### src/rtl/core/svpwm_pkg.sv
// Shared constants, beat types and sector codes for the SVPWM compare pipeline.
package svpwm_pkg;

  localparam int FRAC_BITS = 15;
  localparam int IN_W      = 16;
  localparam int CNT_W     = 16;
  localparam int COEF_BITS = 30;
  localparam int SCALE_SH  = FRAC_BITS + COEF_BITS;
  localparam int XW        = IN_W + COEF_BITS + 1;
  localparam int SPLIT     = 24;
  localparam int HI_W      = XW - SPLIT;
  localparam int LO_PP_W   = SPLIT + CNT_W;
  localparam int HI_PP_W   = HI_W + CNT_W + 1;
  localparam int FULL_W    = 64;
  localparam int PW        = 20;
  localparam int SQ_W      = 2 * IN_W - 1;
  localparam int LATENCY   = 8;

  localparam logic [COEF_BITS-1:0] K_INV_SQRT3 = COEF_BITS'(619925131);
  localparam logic signed [FULL_W-1:0] RND_HALF = FULL_W'(64'sd1 <<< (SCALE_SH - 1));
  localparam logic [CNT_W-1:0] PERIOD_RST = CNT_W'(4096);

  localparam logic [2:0] SEC_1 = 3'd1;
  localparam logic [2:0] SEC_2 = 3'd2;
  localparam logic [2:0] SEC_3 = 3'd3;
  localparam logic [2:0] SEC_4 = 3'd4;
  localparam logic [2:0] SEC_5 = 3'd5;
  localparam logic [2:0] SEC_6 = 3'd6;

  typedef struct packed {
    logic                 valid;
    logic [2:0]           sector;
    logic signed [XW-1:0] xp;
    logic signed [XW-1:0] xq;
    logic [CNT_W-1:0]     per;
  } num_beat_t;

  typedef struct packed {
    logic                 valid;
    logic [2:0]           sector;
    logic signed [PW-1:0] p;
    logic signed [PW-1:0] q;
    logic [CNT_W-1:0]     per;
  } ont_beat_t;

endpackage

### src/rtl/core/svpwm_scale.sv
// Period scaling of the on-time numerators with round to nearest (two stages).
module svpwm_scale import svpwm_pkg::*; (
  input  logic      clk,
  input  logic      rst,
  input  num_beat_t num_d,
  output ont_beat_t ont_q
);

  logic                        v1;
  logic [2:0]                  sec1;
  logic [CNT_W-1:0]            per1;
  logic [LO_PP_W-1:0]          p_lo;
  logic [LO_PP_W-1:0]          q_lo;
  logic signed [HI_PP_W-1:0]   p_hi;
  logic signed [HI_PP_W-1:0]   q_hi;

  logic signed [FULL_W-1:0]    p_full;
  logic signed [FULL_W-1:0]    q_full;

  always_ff @(posedge clk) begin
    if (rst) begin
      v1 <= 1'b0;
    end else begin
      v1 <= num_d.valid;
    end
    sec1 <= num_d.sector;
    per1 <= num_d.per;
    p_lo <= num_d.xp[SPLIT-1:0] * num_d.per;
    q_lo <= num_d.xq[SPLIT-1:0] * num_d.per;
    p_hi <= $signed(num_d.xp[XW-1:SPLIT]) * $signed({1'b0, num_d.per});
    q_hi <= $signed(num_d.xq[XW-1:SPLIT]) * $signed({1'b0, num_d.per});
  end

  always_comb begin
    p_full = (FULL_W'(p_hi) <<< SPLIT) + $signed({{(FULL_W-LO_PP_W){1'b0}}, p_lo}) + RND_HALF;
    q_full = (FULL_W'(q_hi) <<< SPLIT) + $signed({{(FULL_W-LO_PP_W){1'b0}}, q_lo}) + RND_HALF;
  end

  always_ff @(posedge clk) begin
    if (rst) begin
      ont_q.valid <= 1'b0;
    end else begin
      ont_q.valid <= v1;
    end
    ont_q.sector <= sec1;
    ont_q.per    <= per1;
    ont_q.p      <= PW'(p_full >>> SCALE_SH);
    ont_q.q      <= PW'(q_full >>> SCALE_SH);
  end

endmodule

### config.mk
export PLATFORM = sky130hd
export DESIGN_NAME = svpwm_scale
export DESIGN_NICKNAME = d
export VERILOG_FILES = /design/src/rtl/core/svpwm_pkg.sv /design/src/rtl/core/svpwm_scale.sv
export SDC_FILE = /design/constraint.sdc
export NUM_CORES = 2
export LEC_CHECK = 0
export ABC_AREA = 1
export BUFFER_PORTS_ARGS = -buffer_cell sky130_fd_sc_hd__buf_2
export CORE_AREA = 5 5 332 334
export CTS_CLUSTER_DIAMETER = 200
export DETAILED_ROUTE_END_ITERATION = 6
export DIE_AREA = 0 0 337 339
export PLACE_DENSITY = 0.75
export SYNTH_ARGS = -nofsm -noshare
export SYNTH_HDL_FRONTEND = slang
export SYNTH_SLANG_ARGS = --single-unit
### constraint.sdc
create_clock -name clk -period 14.1 [get_ports clk]
set_clock_uncertainty 0.2 [all_clocks]
set_input_delay 0.705 -clock clk [delete_from_list [all_inputs] [get_ports clk]]
set_output_delay 0.705 -clock clk [all_outputs]
set_load 0.005 [all_outputs]
-- Word-level counts from Yosys, hierarchy flattened
Index checks and enable logic that the tools add are counted.
- output and inout port bits: 60
- register bits after elaboration: 238
- logic and storage cells: 20
- add/sub/neg operators: 4
- multipliers: 4
- operators with widths (kind ; count):
    $add 64x41->64 ; 2
    $add 64x46->64 const B ; 2
    $mul 23x17->40 ; 2
    $mul 24x16->40 ; 2

-- Longest topological paths before layout
- word-level depth: 2
- mapped depth: 29
- mapped depth without buffers: 27

-- Worst setup path after synthesis
No wires, ideal clock.
- path type: input-to-reg
- start point: in num_d[5] (netlist bit)
- end point: reg q_hi[38]
- required time: 13.787 ns
- arrival: 5.852 ns
- cell stages on the path: 20
- slack: 7.935 ns
- cells stage by stage: clkbuf_1 clkbuf_1 nand2_1 fa_1 inv_1 fa_1 fa_1 fa_1 fa_1 inv_1 fa_1 inv_1 ha_1 nand2_1 nor2_1 inv_1 nor3_1 nand4_1 nand4_1 nand2_1
- cells in the longest elaborated chain, start to end: 1
- RTL lines (item ; RTL line ; source):
    from (decl) ; svpwm_scale.sv:5 ; input num_beat_t num_d,
    $mul 23x17->40 ; svpwm_scale.sv:31 ; q_hi <= $signed(num_d.xq[XW-1:SPLIT]) * $signed({1'b0, num_d.per});
    to (signal assigned) ; svpwm_scale.sv:31 ;
    to (decl) ; svpwm_scale.sv:15 ; logic signed [HI_PP_W-1:0] q_hi;
No other way between the ends.
A chain may end at the register's enable or synchronous reset.

-- Worst setup path in the final report
- start point: in num_d[3] (netlist bit)
- end point: reg p_hi[37]
- cells in the longest elaborated chain, start to end: 1
- RTL lines (item ; RTL line ; source):
    $mul 23x17->40 ; svpwm_scale.sv:30 ; p_hi <= $signed(num_d.xp[XW-1:SPLIT]) * $signed({1'b0, num_d.per});
    to (signal assigned) ; svpwm_scale.sv:30 ;
    to (decl) ; svpwm_scale.sv:14 ; logic signed [HI_PP_W-1:0] p_hi;
No other way between the ends.

==> results.txt <==
initial antenna violation count -> 7
sequential area share after synthesis -> 0.0620
FMAX -> 0.140 GHz
DIE HEIGHT -> 339 µm
cell area after synthesis -> 61,300 µm²
setup TNS -> 0 ps
share of layout cells above drive strength 1 -> 0.0321
Tightest Pin Transition -> 1060 ps
vias in the first global route -> 54,234
hpwl dp -> 129 mm
status -> finished, final reports clean
io pins -> 176
setup bufs post-CTS -> 0
Syn Inst Count -> 8,212
period utilization -> 0.507
Syn Nets -> 10,110
via-per-instance ratio -> 5.26
GRT overflow -> 0
final net count -> 9,977
total core area -> 107,000 µm²
Hold-fix buffers, CTS -> 0
Crit Path Max Fanout -> 40
Post-DRT Antenna Nets -> 0
YS warnings -> 0
Synth-to-Final Area Change -> 3.46%
initial drt markers -> 3,063
gp weighted congestion -> 0.944
CTS root buffer -> clkbuf_16
syn avg cell area -> 7.47 µm²
post-CTS resize count -> 0
Layout Utilization -> 0.595
gr usage total -> 0.289
minimum clock period -> 7150 ps
Longest Clk Path Bufs -> 2
final wirelength -> 159 mm
port bufs -> 175
DRC -> 0
Worst Setup End Kind -> flip-flop
min-delay worst type -> in2reg
TritonCTS Buffers -> 17
CP Launch Type -> input pin
clock transition at the registers of the reported paths -> 100 ps
largest net degree at the start of global routing -> 74
first-pass GRT wire length -> 268 mm
Worst EP required -> 14,310 ps
# setup viols final -> 0
clock insertion delay at the later pin of the skew report -> 520 ps
width of the chip -> 337 µm
RSZ-0062 raised after global routing -> false
# H-tree levels -> 4
#FFs+latches synth -> 190
per-cell routed wire length -> 16.8 µm
distinct cell type count after synthesis -> 43
via count -> 49,994
Setup CP Type -> in2reg
Pre-antenna DRT Iters -> 6
Slew headroom -> 0.296
Final Hold Violating Endpoints -> 0
clk sink count -> 190
Starting Density -> 0.575
Die ar. -> 114,000 µm²
Final Max Slew Viols -> 0
# rows -> 120
CTS tree -> done
arrival time worst endpoint -> 7360 ps
Max Cap Viol -> 0
## metrics by stage
stage	hold WS, ps	std cells	cell area [µm²]	setup slack [ps]
CTS	42.7	9495	63400	7050
floorplan	110	8212	61300	7940
finish	74.1	9501	63400	6950
global placement	110	9463	62800	6590
detailed placement	112	9463	62800	6490
global route	62.9	9495	63400	6630
## critical path, cell delays in order
cell	delay, ps
buf_4	310
buf_4	500
buf_4	570
nand2_1	200
inv_1	110
fa_1	510
fa_1	890
fa_1	530
fa_1	540
inv_1	50
fa_1	470
inv_1	50
fa_1	440
ha_1	420
nand2_1	110
nor2_1	130
inv_1	100
nor3_1	270
nand3_1	180
nand4_1	130
nand2_1	60
## layout make-up
cell class | count | area, µm²
fillers | 9880 | 43200
clock inverters | 15 | 175
clock buffers | 17 | 425
well taps | 1403 | 1760
flip-flops and latches | 190 | 3800
inverters | 2489 | 9340
multi-input cells | 5186 | 46800
repair buffers | 195 | 1070
diodes | 6 | 15.0
## cells in the final DEF (no fill, tap or decap), drive strengths merged
master  instances
clkbuf         17
a41oi           1
fa           1336
o21ai         142
nor4           12
or2             4
nand2        2263
a21boi          5
a31oi          21
xnor2          19
nand3b         15
ha            446
diode           6
and3            4
o211ai          4
o21a            8
buf           195
nor2          346
a21oi         214
nor3           50
o21bai         26
o221ai          1
xor2           63
a21o           15
inv          2501
dfxtp         190
clkinv          3
nor3b           2
a211oi          1
nand4          59
nand3         129
## kinds of logic after synthesis
group                    count (synthesis)  share of synthesized area
AO/OA/AOI/OAI                          438                     0.0389
XOR/XNOR                                82                     0.0117
adder cells (fa/ha/maj)               1782                      0.527
flip-flops                             190                     0.0620
buffers and inverters                 2836                      0.174
AND/OR/NAND/NOR                       2884                      0.186
## per-layer routing
metal | wire length (µm) | vias to the layer above | GRT usage
met4 | 4960 | 2 | 0.0864
met1 | 65600 | 24769 | 0.385
met5 | 20 | - | 0
met3 | 12000 | 388 | 0.0433
li1 | - | 22903 | -
met2 | 76900 | 1932 | 0.493
## state kept, by name, summed over array words and instances, names as in the netlist
name / flops
p_lo: 16
sec1: 3
v1: 1
per1: 16
q_hi: 40
ont_q: 58
p_hi: 40
q_lo: 16
## synth_stat cells, drive strengths merged
cell type  number  share of area
nand3b         15         0.0018
nor3b           2        0.00024
o221ai          1        0.00014
and3            4        0.00041
a211oi          1        0.00012
o21ai         142          0.012
a21oi         214          0.018
o211ai          4        0.00049
buf            45         0.0030
nand4          59         0.0060
a31oi          21         0.0021
fa           1336           0.44
o21a            8        0.00098
o21bai         26         0.0032
a21o           15         0.0018
nor3           50         0.0047
xor2           63         0.0090
nor2          346          0.021
nand2        2263           0.14
dfxtp         190          0.062
a41oi           1        0.00014
a21boi          5        0.00061
ha            446          0.091
clkbuf        302          0.019
nor4           12         0.0013
inv          2489           0.15
nand3         129          0.011
or2             4        0.00041
xnor2          19         0.0027
## worst paths after layout
kind | startpoint | to | slack (ps) | depth (start not counted)
worst min-delay path | num_d[110] | sec1[0] | 70 | 1
worst max register to register | p_lo[25] | ont_q[38] | 11750 | 8
worst min register to register | sec1[1] | ont_q[57] | 130 | 0
worst max-delay path | num_d[3] | p_hi[37] | 6950 | 21
Power is left out: the tool's default activity adds up to more than one toggle a clock period on the data nets, which glitch-free logic cannot reach.
