## config.mk

```make
export PLATFORM = sky130hd
export DESIGN_NAME = svpwm_sector
export DESIGN_NICKNAME = d
export VERILOG_FILES = /design/src/rtl/core/svpwm_pkg.sv /design/src/rtl/core/svpwm_sector.sv
export SDC_FILE = /design/constraint.sdc
export NUM_CORES = 2
export LEC_CHECK = 0
export BUFFER_PORTS_ARGS = -buffer_cell sky130_fd_sc_hd__buf_2
export CELL_PAD_IN_SITES_DETAIL_PLACEMENT = 1
export CELL_PAD_IN_SITES_GLOBAL_PLACEMENT = 2
export CORE_ASPECT_RATIO = 1.25
export CORE_UTILIZATION = 37
export DETAILED_ROUTE_END_ITERATION = 7
export PLACE_DENSITY = 0.86
export SYNTH_ARGS = -nofsm -noshare
export SYNTH_HDL_FRONTEND = slang
export SYNTH_SLANG_ARGS = --single-unit
```

## constraint.sdc

```tcl
create_clock -name clk -period 7.2 [get_ports clk]
set_input_delay 0.72 -clock clk [delete_from_list [all_inputs] [get_ports clk]]
set_output_delay 0.72 -clock clk [all_outputs]
set_load 0.1 [all_outputs]
```

## src/rtl/core/svpwm_pkg.sv

```systemverilog
// Shared constants, beat types and sector codes for the SVPWM compare pipeline.
package svpwm_pkg;

  localparam int FRAC_BITS = 15;
  localparam int IN_W      = 16;
  localparam int CNT_W     = 16;
  localparam int COEF_BITS = 30;
  localparam int SCALE_SH  = FRAC_BITS + COEF_BITS;
  localparam int XW        = IN_W + COEF_BITS + 1;
  localparam int SPLIT     = 24;
  localparam int HI_W      = XW - SPLIT;
  localparam int LO_PP_W   = SPLIT + CNT_W;
  localparam int HI_PP_W   = HI_W + CNT_W + 1;
  localparam int FULL_W    = 64;
  localparam int PW        = 20;
  localparam int SQ_W      = 2 * IN_W - 1;
  localparam int LATENCY   = 8;

  localparam logic [COEF_BITS-1:0] K_INV_SQRT3 = COEF_BITS'(619925131);
  localparam logic signed [FULL_W-1:0] RND_HALF = FULL_W'(64'sd1 <<< (SCALE_SH - 1));
  localparam logic [CNT_W-1:0] PERIOD_RST = CNT_W'(4096);

  localparam logic [2:0] SEC_1 = 3'd1;
  localparam logic [2:0] SEC_2 = 3'd2;
  localparam logic [2:0] SEC_3 = 3'd3;
  localparam logic [2:0] SEC_4 = 3'd4;
  localparam logic [2:0] SEC_5 = 3'd5;
  localparam logic [2:0] SEC_6 = 3'd6;

  typedef struct packed {
    logic                 valid;
    logic [2:0]           sector;
    logic signed [XW-1:0] xp;
    logic signed [XW-1:0] xq;
    logic [CNT_W-1:0]     per;
  } num_beat_t;

  typedef struct packed {
    logic                 valid;
    logic [2:0]           sector;
    logic signed [PW-1:0] p;
    logic signed [PW-1:0] q;
    logic [CNT_W-1:0]     per;
  } ont_beat_t;

endpackage

```

## src/rtl/core/svpwm_sector.sv

```systemverilog
// Sector decision and on-time numerators (three register stages).
module svpwm_sector import svpwm_pkg::*; (
  input  logic                    clk,
  input  logic                    rst,
  input  logic                    in_valid,
  input  logic signed [IN_W-1:0]  alpha_rate,
  input  logic signed [IN_W-1:0]  beta_rate,
  input  logic [CNT_W-1:0]        period,
  output num_beat_t               num_q
);

  logic                    v1;
  logic signed [IN_W-1:0]  a1;
  logic signed [IN_W-1:0]  b1;
  logic [CNT_W-1:0]        per1;

  logic signed [2*IN_W-1:0] asq;
  logic signed [2*IN_W-1:0] bsq;
  logic [SQ_W+1:0]          a2x3_next;
  logic signed [XW-1:0]     mb_next;

  logic                    v2;
  logic signed [IN_W-1:0]  a2;
  logic                    bneg2;
  logic [SQ_W+1:0]         a2x3;
  logic [SQ_W-1:0]         bsq2;
  logic signed [XW-1:0]    mb2;
  logic [CNT_W-1:0]        per2;

  logic                    apos;
  logic                    aneg;
  logic                    b_ge;
  logic                    b_le;
  logic [2:0]              sec;
  logic signed [XW-1:0]    ash;
  logic signed [XW-1:0]    mbx2;
  num_beat_t               num_next;

  always_ff @(posedge clk) begin
    if (rst) begin
      v1 <= 1'b0;
    end else begin
      v1 <= in_valid;
    end
    a1   <= alpha_rate;
    b1   <= beta_rate;
    per1 <= period;
  end

  always_comb begin
    asq       = a1 * a1;
    bsq       = b1 * b1;
    a2x3_next = {2'b00, asq[SQ_W-1:0]} + {1'b0, asq[SQ_W-1:0], 1'b0};
    mb_next   = $signed({1'b0, K_INV_SQRT3}) * b1;
  end

  always_ff @(posedge clk) begin
    if (rst) begin
      v2 <= 1'b0;
    end else begin
      v2 <= v1;
    end
    a2    <= a1;
    bneg2 <= b1[IN_W-1];
    a2x3  <= a2x3_next;
    bsq2  <= bsq[SQ_W-1:0];
    mb2   <= mb_next;
    per2  <= per1;
  end

  always_comb begin
    aneg = a2[IN_W-1];
    apos = !a2[IN_W-1] && (a2 != '0);
    b_ge = {2'b00, bsq2} >= a2x3;
    b_le = {2'b00, bsq2} <= a2x3;
    if (!bneg2) begin
      if (apos)      sec = b_ge ? SEC_2 : SEC_1;
      else if (aneg) sec = b_le ? SEC_3 : SEC_2;
      else           sec = SEC_2;
    end else begin
      if (apos)      sec = b_le ? SEC_6 : SEC_5;
      else if (aneg) sec = b_ge ? SEC_5 : SEC_4;
      else           sec = SEC_5;
    end

    ash  = XW'(a2) <<< COEF_BITS;
    mbx2 = mb2 <<< 1;

    num_next        = '0;
    num_next.valid  = v2;
    num_next.sector = sec;
    num_next.per    = per2;
    unique case (sec)
      SEC_1: begin
        num_next.xp = ash - mb2;
        num_next.xq = mbx2;
      end
      SEC_2: begin
        num_next.xp = ash + mb2;
        num_next.xq = mb2 - ash;
      end
      SEC_3: begin
        num_next.xp = mbx2;
        num_next.xq = -ash - mb2;
      end
      SEC_4: begin
        num_next.xp = mb2 - ash;
        num_next.xq = -mbx2;
      end
      SEC_5: begin
        num_next.xp = -ash - mb2;
        num_next.xq = ash - mb2;
      end
      default: begin
        num_next.xp = -mbx2;
        num_next.xq = ash + mb2;
      end
    endcase
  end

  always_ff @(posedge clk) begin
    if (rst) begin
      num_q.valid <= 1'b0;
    end else begin
      num_q.valid <= num_next.valid;
    end
    num_q.sector <= num_next.sector;
    num_q.xp     <= num_next.xp;
    num_q.xq     <= num_next.xq;
    num_q.per    <= num_next.per;
  end

endmodule

```

-- Word-level counts from Yosys, hierarchy flattened
Index checks and enable logic that the tools add are counted.
- flip-flop bits (word level): 308
- bits in latches: 0
- RAM bits: 0
- ROM bits: 0
- input port bits: 51
- output and inout bits: 114
- word-level logic and storage cells: 46
- memories kept: 0
- $add $sub $neg: 7
- $mul: 3
- divide/modulo/power cells: 0
- magnitude comparators: 2
- equality and inequality tests: 5
- shifts and indexed selects: 0
- multiplexer cells: 10
- bitwise operators: 0
- reductions and logical operators: 3
- operators by type and width (operator ; count):
    $pmux 94 s5 ; 1
    $mul 16x16->31 ; 2
    $add 46x47->47 ; 1
    $mul 31x16->47 const A ; 1
    $neg 46->47 ; 1
    $neg 47->47 ; 1
    $sub 46x47->47 ; 1
    $sub 47x46->47 ; 1
    $sub 47x47->47 ; 1
    $add 31x32->33 ; 1
    $ge 31x33->1 ; 1
    $le 31x33->1 ; 1
    $reduce_bool 16->1 ; 1
    $mux 2 ; 4
    $eq 3x2->1 const B ; 2
    $eq 3x3->1 const B ; 2
    $mux 1 ; 4
    $eq 3x1->1 const B ; 1
    $mux 3 ; 1
    $logic_and 1x1->1 ; 1
    $logic_not 1->1 ; 1

-- Depth between registers and ports, before layout
- depth after elaboration: 7
- mapped depth: 36
- gate-level depth less buffers: 35

-- Least setup slack after synthesis
OpenSTA, ideal clock, no wires.
- kind: register -> register
- from: register a1[4]
- to: register a2x3[31]
- setup time: 0.133 ns
- arrival time: 7.652 ns
- required time: 7.067 ns
- setup slack: -0.586 ns
- cell stages (with the launch flop): 36
- path buffers: 2
- period minus slack after synthesis: 7.786 ns
- cell sequence: dfxtp_1 > clkbuf_1 > clkbuf_1 > nand2_1 > fa_1 > fa_1 > inv_1 > ha_1 > inv_1 > fa_1 > inv_1 > ha_1 > inv_1 > fa_1 > inv_1 > ha_1 > o21a_1 > o31a_1 > o21ai_0 > a21boi_0 > o21ai_0 > nand2b_1 > a21o_1 > a21oi_1 > o21ai_0 > xor2_1 > ha_1 > a21o_1 > o311ai_0 > a31oi_1 > o211ai_1 > a21oi_1 > o21ai_0 > a21boi_0 > a221oi_1 > xor2_1
- longest elaborated chain between the ends: 2
- ends and longest elaborated chain (what ; line ; source):
    start, declared ; svpwm_sector.sv:13 ; logic signed [IN_W-1:0] a1;
    start signal, assigned ; svpwm_sector.sv:45 ; a1 <= alpha_rate;
    $mul 16x16->31 ; svpwm_sector.sv:51 ; asq = a1 * a1;
    $add 31x32->33 ; svpwm_sector.sv:53 ; a2x3_next = {2'b00, asq[SQ_W-1:0]} + {1'b0, asq[SQ_W-1:0], 1'b0};
    net a2x3_next[31] ; svpwm_sector.sv:19 ; logic [SQ_W+1:0] a2x3_next;
    end signal, assigned ; svpwm_sector.sv:65 ; a2x3 <= a2x3_next;
    end, declared ; svpwm_sector.sv:25 ; logic [SQ_W+1:0] a2x3;
The timed path passes the listed nets, and every way through them passes these cells.
A chain may end at the register's enable or synchronous reset.

-- Final worst setup path
- from: register a1[1]
- to: register a2x3[31]
The elaborated chain is that of the path after synthesis.

==> impl_metrics.py <==
metrics = {
    "clock_tree": {
        "cts_tree": "yes",
        "cts.sinks": 304,
        "cts_max_path_buffers": 3,
        "cts-root-buf": "clkbuf_16",
        "h-tree-depth": 2,
        "clkLatencyLatePin_ns": 0.62,
        "cts_buffers": 37,
        "postCtsHoldBufs": 0,
        "path_clk_slew_ns": 0.07,
    },
    "synthesis": {
        "yosys_register_bits": 304,
        "synth_ff_type": "dfxtp_1",
        "syn_nets": 6050,
        "synth_seq_area_share_pct": 14.11,
        "avgSynthCellArea_sq_um": 8.957,
        "synthArstFlopShare_pct": 0,
        "synthesis.area_sq_um": 43120,
        "yosys_warnings": 0,
        "synth_cell_types": 98,
        "synth-edff-count": 0,
        "synthCells": 4814,
    },
    "worst_setup_path": {
        "startpoint_type": "flip-flop",
        "crit_required_ns": 7.71,
        "worstPathMaxFanout": 7,
        "crit_slowest_cell": "fa_1",
        "r2r_start": "a1[1]",
        "max_stage_delay_ns": 0.57,
        "setup.worst_path.start": "a1[1]",
        "cp.arrival_ns": 7.84,
        "cp-end-kind": "flip-flop",
        "crit_type": "reg2reg",
        "cp_num_buf_inv": 2,
        "reg2reg_depth": 28,
        "path_delay_family": "adder cells",
        "path_depth": 28,
        "cpMostUsedCell": "fa_1",
    },
    "final_layout": {
        "nets": 6419,
        "area_growth_pct": 15.09,
        "fillers": 13530,
        "fin_cells": 6764,
        "drive_gt1_share_pct": 14.34,
        "regArea_sq_um": 6128,
        "multiInputGateArea_sq_um": 33310,
    },
    "grt": {
        "grt_max_degree": 67,
        "grt-ovfl-total": 0,
        "grt_antenna_before_repair": 4,
        "grt_pass1_wl_um": 221000,
        "grt_pass1_vias": 40040,
        "track_usage_pct": 24.01,
    },
    "status": {
        "violations": "negative setup slack",
        "status": "finished with violations",
    },
    "detailed_routing": {
        "drtPass1Iterations": 8,
        "routed_wl_um": 141000,
        "final_antenna_net_count": 0,
        "drt_iter0_markers": 1928,
        "wl_per_cell_um": 20.85,
        "drc": 0,
        "vias": 35810,
        "viasPerCell": 5.295,
    },
    "timing": {
        "maxSlewHeadroom_pct": 17.73,
        "slew_viol_final": 0,
        "fin_crit_sh_pct": 101.8,
        "fin_crit_ns": 7.331,
        "worst_slack_ns": -0.1310,
        "setup_viol": 2,
        "fin_worst_skew_ns": 0.03931,
        "worst_pin_slew_ns": 1.234,
        "max_clock_freq_ghz": 0.1364,
        "tns_ns": -0.1921,
        "rsz0062_at_grt": "yes",
        "hold_viol": 0,
    },
    "die": {
        "coreArea_sq_um": 115100,
        "die_w_um": 307.3,
        "num_rows": 139,
        "dieArea_sq_um": 117900,
        "io_pins": 165,
        "initial_core_util_pct": 37.45,
        "dieHeight_um": 383.7,
    },
    "worst_hold_path": {
        "min_path_cells": 1,
        "hold_path_startpoint": "alpha_rate[5]",
        "hold_class": "in2reg",
    },
    "placed_design": {
        "dp_slack_ns": -0.5388,
        "place_inst": 6665,
        "gp_routability_congestion": 0.9327,
        "dp_hpwl_um": 116400,
        "io_buffer_count": 164,
    },
    "job": {
        "drv_cap": 0,
    },
}
[logic make-up after synthesis]
kind of cell	after synthesis	synth area share, %
adders and majority gates	1185	45.15
buffers and inverters	1149	10.13
and+or+nand+nor	967	10.66
AOI/OAI and AO/OA	955	14.77
DFF	304	14.11
xor gates and xnor gates	250	5.078
muxes	4	0.09866
[placed cells by master, fill, tap and decap left out, types with 44 or more instances in the layout]
cell      count
buf_2       164
ha_1        547
nand2_1     282
xnor2_1     202
dfxtp_1     288
nor2_1      288
nor3_1       48
a221oi_1     44
buf_4       284
and2_1       46
xor2_1       44
a21oi_1     239
fa_1        609
nand3_1      57
inv_1       977
a21o_1       70
o21ai_0     166
[sequential cells by signal, indices dropped and copies added (netlist names)]
signal	cells
a1	16
a2	15
a2x3	32
b1	16
bneg2	1
bsq2	29
mb2	47
num_q	114
per1	16
per2	16
v1	1
v2	1
[Yosys cell counts, types with 33 or more instances]
cell type  number  share of area [%]
a21o_1         70                1.2
a21oi_1       255                3.0
a221oi_1       45               0.91
a22oi_1        35               0.61
a31oi_1        34               0.49
and2_1         56               0.81
buf_2          33               0.38
clkbuf_1       84               0.73
dfxtp_1       304                 14
fa_1          618                 29
ha_1          567                 16
inv_1        1005                8.7
nand2_1       292                2.5
nand3_1        59               0.68
nor2_1        295                2.6
nor3_1         50               0.58
o211ai_1       37               0.64
o21ai_0       185                2.1
o21bai_1       36               0.63
xnor2_1       206                4.2
xor2_1         44               0.89
[what timing repair did]
item	4_1_cts	5_1_grt
pin swaps	53	102
gates resized for setup	88	109
setup endpoints to repair	13	16
buffers inserted	14	19
[layout make-up]
type	instances	share of cell area [%]
well taps	1551	3.911
repair buffers	463	6.422
diodes	2	0.01009
multi-input cells	3361	67.13
flip-flops and latches	304	12.35
clock buffers	42	1.964
clock inverters	25	0.5295
inverters	1016	7.685
[through the flow]
step           instance area, sq um  util, %  hold slack (ns)
3_5_place_dp                  47530    41.28           0.3135
2_1_floorplan                 43230        -           0.3096
3_3_place_gp                  47530    41.28           0.3097
4_1_cts                       49150    42.69           0.1629
5_1_grt                       49620    43.10           0.1755
6_report                      49620    43.10           0.1978
[path summary, 6_finish.rpt]
check / endpoint / slack [ns]
max: a2x3[31] / -0.13
min: a1[5] / 0.20
max reg2reg: a2x3[31] / -0.13
min reg2reg: per2[5] / 0.33
[routing by layer]
| metal | share of wire [%] | GRT usage (%) | vias up |
|---|---|---|---|
| li1 | - | - | 16450 |
| met1 | 39 | 27.25 | 18200 |
| met2 | 52 | 44.67 | 849 |
| met3 | 3.8 | 2.527 | 312 |
| met4 | 5.0 | 11.23 | 2 |
| met5 | 0.0085 | 0 | - |
Power is left out: the tool's default activity adds up to more than one toggle a clock period on the data nets, which glitch-free logic cannot reach.
