<file path="src/rtl/core/svpwm_pkg.sv">
// Shared constants, beat types and sector codes for the SVPWM compare pipeline.
package svpwm_pkg;

  localparam int FRAC_BITS = 15;
  localparam int IN_W      = 16;
  localparam int CNT_W     = 16;
  localparam int COEF_BITS = 30;
  localparam int SCALE_SH  = FRAC_BITS + COEF_BITS;
  localparam int XW        = IN_W + COEF_BITS + 1;
  localparam int SPLIT     = 24;
  localparam int HI_W      = XW - SPLIT;
  localparam int LO_PP_W   = SPLIT + CNT_W;
  localparam int HI_PP_W   = HI_W + CNT_W + 1;
  localparam int FULL_W    = 64;
  localparam int PW        = 20;
  localparam int SQ_W      = 2 * IN_W - 1;
  localparam int LATENCY   = 8;

  localparam logic [COEF_BITS-1:0] K_INV_SQRT3 = COEF_BITS'(619925131);
  localparam logic signed [FULL_W-1:0] RND_HALF = FULL_W'(64'sd1 <<< (SCALE_SH - 1));
  localparam logic [CNT_W-1:0] PERIOD_RST = CNT_W'(4096);

  localparam logic [2:0] SEC_1 = 3'd1;
  localparam logic [2:0] SEC_2 = 3'd2;
  localparam logic [2:0] SEC_3 = 3'd3;
  localparam logic [2:0] SEC_4 = 3'd4;
  localparam logic [2:0] SEC_5 = 3'd5;
  localparam logic [2:0] SEC_6 = 3'd6;

  typedef struct packed {
    logic                 valid;
    logic [2:0]           sector;
    logic signed [XW-1:0] xp;
    logic signed [XW-1:0] xq;
    logic [CNT_W-1:0]     per;
  } num_beat_t;

  typedef struct packed {
    logic                 valid;
    logic [2:0]           sector;
    logic signed [PW-1:0] p;
    logic signed [PW-1:0] q;
    logic [CNT_W-1:0]     per;
  } ont_beat_t;

endpackage

</file>
<file path="src/rtl/core/svpwm_cmp.sv">
// Zero time split, running compare sums, clamp and phase mapping (three stages).
module svpwm_cmp import svpwm_pkg::*; (
  input  logic             clk,
  input  logic             rst,
  input  ont_beat_t        ont_d,
  output logic             done,
  output logic [2:0]       sector,
  output logic [CNT_W-1:0] cmp_a,
  output logic [CNT_W-1:0] cmp_b,
  output logic [CNT_W-1:0] cmp_c
);

  localparam int SW = PW + 3;

  logic                   v1;
  logic [2:0]             sec1;
  logic [CNT_W-1:0]       per1;
  logic signed [PW:0]     pq1;
  logic signed [PW-1:0]   first1;

  logic signed [SW-1:0]   diff;
  logic signed [SW-1:0]   z;

  logic                   v2;
  logic [2:0]             sec2;
  logic [CNT_W-1:0]       per2;
  logic signed [SW-1:0]   lo2;
  logic signed [SW-1:0]   mid2;
  logic signed [SW-1:0]   hi2;

  logic [CNT_W-1:0]       lo_c;
  logic [CNT_W-1:0]       mid_c;
  logic [CNT_W-1:0]       hi_c;

  function automatic logic [CNT_W-1:0] clamp_cnt(input logic signed [SW-1:0] v,
                                                  input logic [CNT_W-1:0] per);
    logic [CNT_W-1:0] r;
    if (v < 0) r = '0;
    else if (v > $signed({{(SW-CNT_W){1'b0}}, per})) r = per;
    else r = v[CNT_W-1:0];
    return r;
  endfunction

  always_ff @(posedge clk) begin
    if (rst) begin
      v1 <= 1'b0;
    end else begin
      v1 <= ont_d.valid;
    end
    sec1   <= ont_d.sector;
    per1   <= ont_d.per;
    pq1    <= (PW+1)'(ont_d.p) + (PW+1)'(ont_d.q);
    first1 <= ont_d.sector[0] ? ont_d.q : ont_d.p;
  end

  always_comb begin
    diff = $signed({{(SW-CNT_W){1'b0}}, per1}) - SW'(pq1);
    z    = diff >>> 1;
  end

  always_ff @(posedge clk) begin
    if (rst) begin
      v2 <= 1'b0;
    end else begin
      v2 <= v1;
    end
    sec2 <= sec1;
    per2 <= per1;
    lo2  <= z;
    mid2 <= z + SW'(first1);
    hi2  <= z + SW'(pq1);
  end

  always_comb begin
    lo_c  = clamp_cnt(lo2, per2);
    mid_c = clamp_cnt(mid2, per2);
    hi_c  = clamp_cnt(hi2, per2);
  end

  always_ff @(posedge clk) begin
    if (rst) begin
      done <= 1'b0;
    end else begin
      done <= v2;
    end
    sector <= sec2;
    unique case (sec2)
      SEC_1: begin
        cmp_a <= hi_c;  cmp_b <= mid_c; cmp_c <= lo_c;
      end
      SEC_2: begin
        cmp_a <= mid_c; cmp_b <= hi_c;  cmp_c <= lo_c;
      end
      SEC_3: begin
        cmp_a <= lo_c;  cmp_b <= hi_c;  cmp_c <= mid_c;
      end
      SEC_4: begin
        cmp_a <= lo_c;  cmp_b <= mid_c; cmp_c <= hi_c;
      end
      SEC_5: begin
        cmp_a <= mid_c; cmp_b <= lo_c;  cmp_c <= hi_c;
      end
      default: begin
        cmp_a <= hi_c;  cmp_b <= lo_c;  cmp_c <= mid_c;
      end
    endcase
  end

endmodule
</file>
<file path="config.mk">
export PLATFORM = sky130hd
export DESIGN_NAME = svpwm_cmp
export DESIGN_NICKNAME = d
export VERILOG_FILES = /design/src/rtl/core/svpwm_pkg.sv /design/src/rtl/core/svpwm_cmp.sv
export SDC_FILE = /design/constraint.sdc
export NUM_CORES = 1
export LEC_CHECK = 0
export BUFFER_PORTS_ARGS = -buffer_cell sky130_fd_sc_hd__buf_4
export CAP_MARGIN = 20
export CELL_PAD_IN_SITES_DETAIL_PLACEMENT = 1
export CELL_PAD_IN_SITES_GLOBAL_PLACEMENT = 2
export CORE_MARGIN = 10
export CORE_UTILIZATION = 38
export DETAILED_ROUTE_END_ITERATION = 8
export PLACE_DENSITY_LB_ADDON = 0.15
export SLEW_MARGIN = 20
export SYNTH_ARGS = -nofsm -noshare
export SYNTH_HDL_FRONTEND = slang
export SYNTH_SLANG_ARGS = --single-unit
</file>
<file path="constraint.sdc">
create_clock -name clk -period 4.5 [get_ports clk]
set_input_delay 0.225 -clock clk [delete_from_list [all_inputs] [get_ports clk]]
set_output_delay 0.225 -clock clk [all_outputs]
set_load 0.02 [all_outputs]
</file>
* Yosys cells after proc, flatten, opt, wreduce, memory -nomap -nowiden
Index checks and enable logic that the tools add are counted.
** Storage, ports and cells
- Bits in registers :: 198
- Input bits :: 62
- Output and inout bits :: 52
** Cells by class
- Add/sub/neg operators :: 4
- Magnitude comparators :: 6
- Equal/unequal tests :: 5
- Mux-type cells :: 10
- Reductions and logical operators :: 6
** Operator list (number)
- $mux 16 :: 6
- $pmux 16 s2 :: 3
- $gt 22x17->1 :: 2
- $lt 22x1->1 const B :: 2
- $add 21x20->22 :: 1
- $add 21x21->22 :: 1
- $sub 17x21->22 :: 1
- $add 20x20->21 :: 1
- $gt 21x17->1 :: 1
- $lt 21x1->1 const B :: 1
- $mux 20 :: 1
- $reduce_or 2->1 :: 6
- $eq 3x2->1 const B :: 2
- $eq 3x3->1 const B :: 2
- $eq 3x1->1 const B :: 1

* Depth between registers and ports, before layout
Gate-level depths: netlist (run 1).
- Depth after elaboration :: 4
- Depth in mapped cells :: 19
- Mapped depth without buffers :: 19

* Least setup slack after synthesis (run 1)
Ideal clock, no wire load.
- Kind :: register to register
- From :: register pq1[6]
- To :: register, netlist name hi2[21]
- Arrival :: 3687 ps
- Data required time :: 4440 ps
- Setup slack :: 753 ps
- Cell stages (with the launch flop) :: 19
- Clock period less this slack :: 3747 ps
- Cells stage by stage :: dfxtp_1 -> inv_1 -> ha_1 -> a21oi_1 -> nor2_1 -> a211oi_1 -> nand2_1 -> o2111ai_1 -> a31oi_1 -> o21ai_0 -> xor2_1 -> ha_1 -> and3_1 -> and3_1 -> a22o_1 -> a311oi_1 -> nor2b_1 -> o21ai_0 -> and3b_1
** Between the ends
- Cells in the longest elaborated chain, start to end :: 2
** Ends and longest elaborated chain
- start, declared :: RTL line svpwm_cmp.sv:18 : logic signed [PW:0] pq1;
- start signal, assigned :: RTL line svpwm_cmp.sv:52 : pq1 <= (PW+1)'(ont_d.p) + (PW+1)'(ont_d.q);
- $sub 17x21->22 :: RTL line svpwm_cmp.sv:57 : diff = $signed({{(SW-CNT_W){1'b0}}, per1}) - SW'(pq1);
- net diff[17] :: RTL line svpwm_cmp.sv:21 : logic signed [SW-1:0] diff;
- $add 21x21->22 :: RTL line svpwm_cmp.sv:71 : hi2 <= z + SW'(pq1);
The timed path passes the listed nets, and every way through them passes these cells.
A chain may end at the register's enable or synchronous reset.

* Worst setup path in the final report (run 1)
- From :: register per1[1]
- To :: register hi2[19]
** Between the ends
- Cells in the longest elaborated chain, start to end :: 2
** Ends and longest elaborated chain
- start, declared :: RTL line svpwm_cmp.sv:17 : logic [CNT_W-1:0] per1;
- start signal, assigned :: RTL line svpwm_cmp.sv:51 : per1 <= ont_d.per;
- $sub 17x21->22 :: RTL line svpwm_cmp.sv:57
- net diff[8] :: RTL line svpwm_cmp.sv:21
- $add 21x21->22 :: RTL line svpwm_cmp.sv:71
- end signal, assigned :: RTL line svpwm_cmp.sv:71
- end, declared :: RTL line svpwm_cmp.sv:29 : logic signed [SW-1:0] hi2;
The timed path passes the listed nets, and every way through them passes these cells.

==> summary.md, run 1 <==
| Metric | Value |
|---|---|
| Outcome | `completed` |
| Row count | `a little over 60` |
| Final Hold Fails | `0` |
| Clock Sinks | `approximately 200` |
| Peak supply drop | `259 µV` |
| Min Tclk post-route | `roughly 4200 ps` |
| Top FF cell, synth | `dfxtp_1` |
| Area of the die | `roughly 36000 µm²` |
| Initial antenna violation count | `0` |
| Num CTS Buffers | `17` |
| Vias per cell | `between 5 and 6` |
| Area share of the largest cell type after synthesis | `a little over a third` |
| Slew Limit Headroom | `a little over a third` |
| WL per Instance | `approximately 19 µm` |
| Crit Path Max Fanout | `7` |
| Die W | `189 µm` |
| Routability cong. | `between 0.8 and 0.9` |
| Flop2flop setup slack | `roughly 290 ps` |
| Slowest stage delay, CP | `~460 ps` |
| First-pass GRT wire length | `51.7 mm` |
| Clock network fraction of design power | `between 10% and 20%` |
| Post-synth top area cell | `dfxtp_1` |
| Worst slack at placement | `approximately 220 ps` |
| Largest cells by area after synthesis | `dfxtp_1, ha_1, xnor2_1, mux2i_1, a21oi_1` |
| Post-Syn Area | `between 10000 and 15000 µm²` |
| P&R area growth vs syn | `19.5%` |
| LEAKAGE | `~0.006 µW` |
| Yosys cell types | `67` |
| CTS clk-pin slew, worst paths | `70 ps` |
| Post-route ant nets | `0` |
| Crit share post-route | `93.6%` |
| Overall power | `between 8000 and 9000 µW` |
| H-tree levels | `4` |
| Number of cells on the critical path | `17` |
| Largest family of logic cells by synthesized area | `compound AO/OA/AOI/OAI gates` |
| Reg2reg end | `hi2[19]` |
| Hold-critical path depth | `3` |
| DR iter-0 viols | `between 400 and 500` |
| Synthesized instance count | `1155` |
| IO Count | `~110` |
| Global route total overflow | `0` |
| Net count after synthesis | `around 1.3k` |
| Worst hold path class | `input pin to register` |
| Register bit total from synthesis | `about 200` |
| Crit. Startpoint | `per1[1]` |
| Xor/xnor share of the synthesized area | `under 10%` |
| Initial Util | `38.8%` |
| Final Non-Filler Cells | `approximately 1.7k` |
| NumNets Final | `around 1.5k` |
| Sw Share | `40.9%` |
| TritonCTS clock tree | `done` |
| First drt pass iteration count | `5` |
| Final setup TNS | `0 ps` |
| Setup violations, final | `0` |
| Mux contribution to synthesized area | `under 10%` |
| Critical path class | `register to register` |
| Root Buffer | `clkbuf_16` |
| Share of layout cells above drive strength 1 | `roughly 16%` |
| WP buf/inv | `1` |
| Total of max-cap violations | `0` |
| Die Height | `roughly 190 µm` |
| Worst reg2reg startpoint | `per1[1]` |
| I/O Buffers | `~110` |
| Layout Skew | `approximately 13 ps` |
| Placed insts | `~1.6k` |
| Critical path's slowest cell | `fa_1` |
| Number of synthesized flops with an enable pin | `0` |
| Clock Latency Late Sink | `440 ps` |
| Switch Pwr | `approximately 3300 µW` |
| Crit path capture | `hi2[19]` |
| Reg2Reg Depth | `17` |
| Slew Limit Fails | `0` |
| Setup ws final | `approximately 290 ps` |
| Compound-Gate Fraction of Synth Area | `between 20% and 30%` |
| Crit-path cells | `inv_1 -> fa_1 -> nor2b_1 -> o31a_1 -> o211ai_1 -> a21boi_1 -> nor2_1 -> xnor2_1 -> ha_1 -> nand4_1 -> o22ai_1 -> o31ai_1 -> nand2b_1 -> and2_1 -> o41ai_2 -> o21ai_0 -> xor2_1` |
| Asr flop ratio synth | `0%` |
| Int Power | `4840 µW` |
| Crit end category | `register` |
| Worst EP required | `~4800 ps` |
| HPWL after DPL | `26.2 mm` |
| Worst Max-Slew Pin Slew | `just under 1000 ps` |
| Adder-Cell Fraction of Synth Area | `between 15 and 20%` |
| PwrDens | `628 nW/µm²` |
| Logic pwr share | `between 40% and 50%` |
| WP data arrival | `approximately 4500 ps` |
| Total number of vias | `about 9.1k` |
| Avg Inst Size Synth | `around 9.4 µm²` |
| Final WL | `32.0 mm` |
| Residual DRC count | `0` |
| F_max | `around 240 MHz` |
| Synth warn | `0` |
| Total track usage | `17.8%` |
| Post-Synth Simple-Gate Area | `roughly an eighth` |
| Largest net degree at the start of global routing | `23` |
| ANT cells | `0` |
| Reg power frac | `33.1%` |
| Vias in the first global route | `around 9.5k` |
| CP top delay family | `compound AO/OA/AOI/OAI gates` |
| CTS Buffer Depth | `2` |
| Worst setup SP type | `register` |
| Core area | `roughly 28000 µm²` |
| Sequential element share of the synthesized area | `a little over a third` |
| Setup Buffers After CTS | `0` |
| Top-count cell post-synth | `dfxtp_1` |
| Commonest cells post-synth | `dfxtp_1, ha_1, nand2_1, nor2_1, inv_1` |
[metrics by stage]
stage	instance area [µm²]	hold slack (ps)	utilization, %
after global placement	12200	310	43.4
after floorplan	10900	253	-
after global routing	13000	0.0109	46.4
after detailed placement	12200	313	43.4
after CTS	13000	0.608	46.2
final	13000	16.5	46.4
[power by group through the flow]
stage / Clock [µW] / Combinational, µW / Sequential, µW
2_1_floorplan: 0 / 2590 / 2750
3_3_place_gp: 0 / 3840 / 2740
4_1_cts: 1560 / 3940 / 2710
5_1_grt: 1650 / 4430 / 2770
6_report: 1510 / 3970 / 2710
3_5_place_dp: 0 / 3890 / 2750
[worst min-delay path, delay by kind of cell]
| family | cells | cell delay (ps) |
|---|---|---|
| AO/OA/AOI/OAI | 1 | 60 |
| AND/OR/NAND/NOR | 1 | 40 |
| buffers and inverters | 1 | 90 |
[cell usage in the layout (no fill, tap or decap), drive strengths merged, types with 14 or more instances in the layout]
cell type	synthesis	layout
dfxtp	198	198
buf	13	132
ha	128	128
nand2	75	75
inv	64	70
nor2	69	69
a21oi	59	59
o21ai	51	51
xnor2	46	46
a21o	40	40
mux2i	32	32
a31oi	30	30
nor3	26	26
nand2b	24	24
mux2	24	24
a221o	22	22
dlygate4sd3	2	21
xor2	20	20
nor2b	18	18
clkbuf	18	18
nand3	17	17
o221ai	16	16
o2111ai	14	14
[registers in the layout, summed over array words and instances (netlist names)]
name	count
done	1
cmp_a	16
per2	16
cmp_b	16
sector	3
first1	20
hi2	22
v2	1
sec1	3
lo2	21
per1	16
cmp_c	16
v1	1
mid2	22
pq1	21
sec2	3
[cell type report]
| class | count | area [µm²] |
|---|---|---|
| clock inverter | 14 | 141 |
| fill | 3275 | 15100 |
| multi-input combinational | 860 | 6580 |
| sequential | 198 | 3960 |
| clock buffer | 18 | 439 |
| inverter | 64 | 240 |
| tap | 378 | 473 |
| timing repair buffer | 153 | 1200 |
[cell families after synthesis]
| family | count (synthesis) |
|---|---|
| buffers and inverters | 97 |
| muxes | 56 |
| DFF | 198 |
| adders and majority gates | 132 |
| AOI/OAI and AO/OA | 329 |
| and+or+nand+nor | 277 |
| xor gates and xnor gates | 66 |
[per-layer routing]
metal,track usage (%),up-vias,part of all wire [%]
met1,24.8,4359,51
met5,0,-,0
met3,3.00,26,3.6
met4,4.37,0,1.1
li1,-,4531,-
met2,27.9,184,44
[timing repair]
| action | CTS | global route |
|---|---|---|
| hold buffers | 21 | 0 |
| endpoints found under the setup margin | 0 | 9 |
| endpoints found under the hold margin | 22 | 0 |
| resized for setup | 0 | 9 |
[how the worst min path moves through the flow]
| stage | from | endpoint | slack [ps] |
|---|---|---|---|
| 4_1_cts | ont_d[17] | first1[1] | 0.6 |
| 5_1_grt | ont_d[32] | first1[16] | 0.01 |
| 3_3_place_gp | sec1[0] | sec2[0] | 310 |
| 6_report | ont_d[17] | first1[1] | 20 |
| 3_5_place_dp | sec1[0] | sec2[0] | 310 |
| 2_1_floorplan | ont_d[0] | per1[0] | 250 |
Power figures use the tool's default switching activity.
==> inputs of run 2 (changes only) <==
- clock period: 4.5 -> 4.6 ns (I/O delays scaled with it)
==> run 2 against run 1 <==
  * Maximum frequency fell by 3.5%
  * Sequential cell count did not move
  * Register-to-register slack got worse by 50 ps
  * Non-clock buffer count is 1 higher
  * Sequential share of layout area hardly changed
  * Combinational power is 4% lower
  * Global-route usage is essentially flat
==> summary.md, run 2 (synthesized netlist as in run 1, its figures left out) <==
| Metric | Value |
|---|---|
| Crit Path Max Fanout | `6` |
| Min Tclk post-route | `around 4400 ps` |
| Worst setup SP type | `register` |
| Largest net degree at the start of global routing | `23` |
| Num CTS Buffers | `17` |
| Clock Latency Late Sink | `between 400 and 500 ps` |
| WP data arrival | `between 4000 and 5000 ps` |
| Critical path class | `register to register` |
| Most common cell after layout, fill and taps aside | `dfxtp_1` |
| DR iter-0 viols | `roughly 570` |
| H-tree levels | `4` |
| Worst hold path class | `input pin to register` |
| F_max | `229 MHz` |
| Peak supply drop | `approximately 250 µV` |
| Worst EP required | `about 5000 ps` |
| Final setup TNS | `0 ps` |
| Initial Util | `about two fifths` |
| Global route total overflow | `0` |
| Die W | `189 µm` |
| Final WL | `~32 mm` |
| Vias per cell | `5.38` |
| Met3 Wirelength | `around 1.2 mm` |
| Final Hold Fails | `0` |
| P&R area growth vs syn | `19.7%` |
| Top sig layer | `met4` |
| Total of max-cap violations | `0` |
| Worst Max-Slew Pin Slew | `937 ps` |
| Post-route ant nets | `0` |
| Share of layout cells above drive strength 1 | `around 15%` |
| Die Height | `~190 µm` |
| PwrDens | `a little over 600 nW/µm²` |
| Total number of vias | `9079` |
| Routed wl met2 | `14.2 mm` |
| Area of the die | `approximately 36000 µm²` |
| Outcome | `completed` |
| HPWL after DPL | `between 20 and 30 mm` |
| Routability cong. | `0.850` |
| CTS clk-pin slew, worst paths | `80 ps` |
| LEAKAGE | `just under 0.006 µW` |
| Crit share post-route | `94.8%` |
| IO Count | `between 100 and 150` |
| I/O Buffers | `~110` |
| Slew Limit Fails | `0` |
| Total track usage | `around 18%` |
| Vias in the first global route | `9467` |
| NumNets Final | `~1.5k` |
| Core area | `28100 µm²` |
| CTS Buffer Depth | `2` |
| RSZ-0062 raised after global routing | `false` |
| Largest regs | `hi2: 22 flops, mid2: 22 flops` |
| Crit end category | `register` |
| WL per Instance | `19.1 µm` |
| Root Buffer | `clkbuf_16` |
| TritonCTS clock tree | `done` |
| Residual DRC count | `0` |
| Initial antenna violation count | `0` |
| Slew Limit Headroom | `a little under two fifths` |
| First-pass GRT wire length | `between 50 and 60 mm` |
| ANT cells | `0` |
| Layout Skew | `~15 ps` |
| Setup violations, final | `0` |
| Row count | `61` |
| Clock Sinks | `198` |
| Hold_ws | `around 17 ps` |
| M1 WL | `approximately 16 mm` |
| First drt pass iteration count | `6` |
| Commonest cells after routing, fill and taps aside | `dfxtp_1, buf_4, ha_1, nand2_1, nor2_1` |
| Setup Buffers After CTS | `0` |
run 2: cell types whose count changed in the layout (fill, tap and decap cells not counted), moves of 2 or more:
cell and change:
clkinvlp_4 -3, dlygate4sd3_1 +3, buf_4 -2, clkinv_8 +2
run 2: cell type report:
cell class,instances,area (µm²)
timing repair buffer,154,1220
multi-input combinational,860,6540
clock buffer,17,425
tap,378,473
inverter,64,240
clock inverter,15,193
fill,3294,15000
sequential,198,3960
run 2: power breakdown:
| part | total [µW] | switching (µW) | leakage, µW | internal, µW |
|---|---|---|---|---|
| Clock | 1560 | 727 | 0.000304 | 829 |
| Sequential | 2660 | 408 | 0.00166 | 2250 |
| Combinational | 3830 | 2140 | 0.00395 | 1690 |
| Total | 8050 | 3280 | 0.00592 | 4770 |
run 2: worst max-delay path, cell delays in order (launching register included):
cell	delay, ps
dfxtp_1	380
inv_1	80
fa_1	460
nor2b_1	180
o31a_1	210
o211ai_1	150
nand4_1	180
nand2_1	90
o21a_1	280
o2111a_1	250
a311oi_1	390
ha_1	390
and3_1	220
and3_1	210
a22o_1	210
a311oi_1	260
nor2b_1	80
o21ai_0	160
and3b_1	170
run 2: per-stage QoR:
step,utilization (%),cell area (µm²),worst slack (ps),cells,power (µW)
2_1_floorplan,-,10900,853,1155,5220
3_3_place_gp,43.3,12200,360,1630,6430
3_5_place_dp,43.3,12200,259,1630,6490
4_1_cts,46.4,13000,196,1686,8100
5_1_grt,46.5,13000,1.73,1686,8680
6_report,46.5,13000,238,1686,8050
run 2: path summary, 6_finish.rpt:
check / startpoint / end / slack, ps / cells after the start
worst max register to register: per1[1] / hi2[21] / 240 / 18
worst min-delay path: ont_d[32] / first1[16] / 20 / 2
worst max-delay path: per1[1] / hi2[21] / 240 / 18
worst min register to register: sec1[2] / sec2[2] / 330 / 0
run 2: routing by layer:
metal,vias to the layer above,global-route usage [%]
li1,4544,-
met1,4318,24.6
met2,186,27.9
met3,31,2.98
met4,0,4.76
met5,-,0
run 2: timing repair:
action                                 CTS  global route
gates resized for setup                  0             4
hold buffers                            24             0
setup endpoints to repair                0             7
endpoints found under the hold margin   24             0
==> inputs of run 3 (changes only) <==
- CORE_UTILIZATION: 38 -> 34
- clock period: 4.6 -> 3.9 ns (I/O delays scaled with it)
==> run 3 against run 2 <==
  * Sequential cell count unchanged
  * Clock skew down 2.1 ps
  * Maximum frequency up 17%
  * Critical path depth up 2
  * Sequential power up 18%
  * Worst hold slack better by 6.9 ps
  * Via count up 6.6%
  * Non-clock buffer count up 132
  * Worst setup slack worse by 70 ps
  * Utilization down 1.1 points
  * Largest cell class unchanged
  * Highest routed layer unchanged
==> summary.md, run 3 (synthesized netlist as in run 1, its figures left out) <==
| Metric | Value |
|---|---|
| Outcome | `completed` |
| Routed wl met2 | `16.3 mm` |
| Filler Cells Inserted | `around 3.6k` |
| CP top delay family | `compound AO/OA/AOI/OAI gates` |
| Worst Max-Slew Pin Slew | `986 ps` |
| Most common cell after layout, fill and taps aside | `buf_4` |
| IO Count | `between 100 and 150` |
| First drt pass iteration count | `5` |
| WP data arrival | `just over 4000 ps` |
| Layout Skew | `between 10 and 15 ps` |
| Slew Limit Fails | `0` |
| Crit Path Max Fanout | `3` |
| Cell repeated most along the worst path | `buf_4` |
| Layout Utilization | `between 40% and 50%` |
| Critical path's slowest cell | `fa_2` |
| Peak supply drop | `around 350 µV` |
| Clock Latency Late Sink | `approximately 450 ps` |
| Row count | `65` |
| Final WL | `~36 mm` |
| Residual DRC count | `0` |
| CTS clk-pin slew, worst paths | `approximately 70 ps` |
| First-pass GRT wire length | `about 56 mm` |
| Global route total overflow | `0` |
| I/O Buffers | `roughly 110` |
| Root Buffer | `clkbuf_16` |
| Slew Limit Headroom | `34.1%` |
| NumNets Final | `~1.6k` |
| Worst setup SP type | `register` |
| ANT cells | `0` |
| Critical path class | `register to register` |
| Core area | `roughly 32000 µm²` |
| Setup violations, final | `0` |
| Final instance area | `14400 µm²` |
| Largest regs | `hi2: 22 flops, mid2: 22 flops` |
| WL per Instance | `between 15 and 20 µm` |
| Vias in the first global route | `just over 10k` |
| Vias per cell | `between 5 and 6` |
| Placed cell area | `roughly 13000 µm²` |
| F_max | `between 200 and 300 MHz` |
| Setup ws final | `168 ps` |
| H-tree levels | `4` |
| Min Tclk post-route | `between 3000 and 4000 ps` |
| Commonest cells after routing, fill and taps aside | `buf_4, dfxtp_1, ha_1, nand2_1, nor2_1` |
| LEAKAGE | `between 0.006 and 0.007 µW` |
| Initial Util | `34.5%` |
| Post-route ant nets | `0` |
| Crit share post-route | `between 90% and 100%` |
| HPWL after DPL | `around 29 mm` |
| Final Hold Fails | `0` |
| Top sig layer | `met4` |
| WP buf/inv | `4` |
| Total of max-cap violations | `0` |
| Crit-path cells | `nor2b_4 -> fa_2 -> nor2b_2 -> o31a_1 -> o211ai_1 -> nand4_1 -> nand2_1 -> o21a_1 -> o2111a_1 -> a311oi_2 -> buf_4 -> ha_4 -> buf_4 -> a21o_1 -> a21o_1 -> a21oi_2 -> nand2_2 -> buf_4 -> buf_4 -> xor2_1` |
| Worst slack at placement | `-166 ps` |
| M1 WL | `17.8 mm` |
| Share of layout cells above drive strength 1 | `between 20% and 30%` |
| TritonCTS clock tree | `done` |
| Area of the die | `approximately 40000 µm²` |
| Met3 Wirelength | `about 1.0 mm` |
| Crit end category | `register` |
| Storage cell area | `~4000 µm²` |
| Die Height | `199 µm` |
| Routability cong. | `between 0.8 and 0.9` |
| Worst EP required | `4220 ps` |
| CTS Buffer Depth | `2` |
| Clock Sinks | `198` |
| P&R area growth vs syn | `31.6%` |
| PwrDens | `roughly 730 nW/µm²` |
| Total number of vias | `about 9.7k` |
| DR iter-0 viols | `approximately 470` |
| Worst hold path class | `input pin to register` |
| Num CTS Buffers | `17` |
| Footprint of the multi-input gates | `between 6000 and 7000 µm²` |
| Overall power | `10400 µW` |
| Largest net degree at the start of global routing | `23` |
| Die W | `around 200 µm` |
| Total track usage | `between 10% and 20%` |
| Slowest stage delay, CP | `approximately 350 ps` |
| Initial antenna violation count | `0` |
run 3: final cells by class:
cell class	instances	share of cell area [%]
well taps	402	3.50
multi-input cells	860	47.4
inverters	64	1.67
clock inverters	7	0.506
flip-flops and latches	198	27.6
clock buffers	24	3.36
repair buffers	286	15.9
run 3: final timing paths:
path	from	endpoint	slack, ps	depth (start not counted)
min	ont_d[52]	first1[16]	20	2
max	pq1[0]	hi2[18]	170	20
min reg2reg	sec1[0]	sec2[0]	330	0
max reg2reg	pq1[0]	hi2[18]	170	20
run 3: worst register-to-register path, stage by stage, from the launching register on:
cell and delay, ps:
dfxtp_1 310, nor2b_4 130, fa_2 350, nor2b_2 140
o31a_1 180, o211ai_1 130, nand4_1 170, nand2_1 80
o21a_1 230, o2111a_1 240, a311oi_2 210, buf_4 170
ha_4 190, buf_4 140, a21o_1 150, a21o_1 190
a21oi_2 140, nand2_2 70, buf_4 140, buf_4 120
xor2_1 140
run 3: routing by layer:
metal	up-vias	global-route usage [%]
met2	150	29.1
met4	0	4.55
met5	-	0
met3	20	2.83
met1	4701	24.1
li1	4804	-
run 3: power breakdown:
group          internal, µW  switching, µW
clock network           927            769
registers              2660            496
logic                  2680           2880
total                  6270           4150
run 3: through the flow:
stage | hold slack (ps) | std cells | TNS (ps)
3_5_place_dp | 301 | 1747 | -1060
6_report | 24.0 | 1841 | 0
2_1_floorplan | 223 | 1155 | 0
3_3_place_gp | 300 | 1747 | -276
4_1_cts | 5.54 | 1835 | 0
5_1_grt | 11.3 | 1841 | -42.8
run 3: what timing repair did:
item,4_1_cts,5_1_grt
hold buffers,56,0
gates resized for setup,18,44
endpoints found under the hold margin,40,0
pin swaps,9,30
setup endpoints to repair,11,18
buffers inserted,1,6
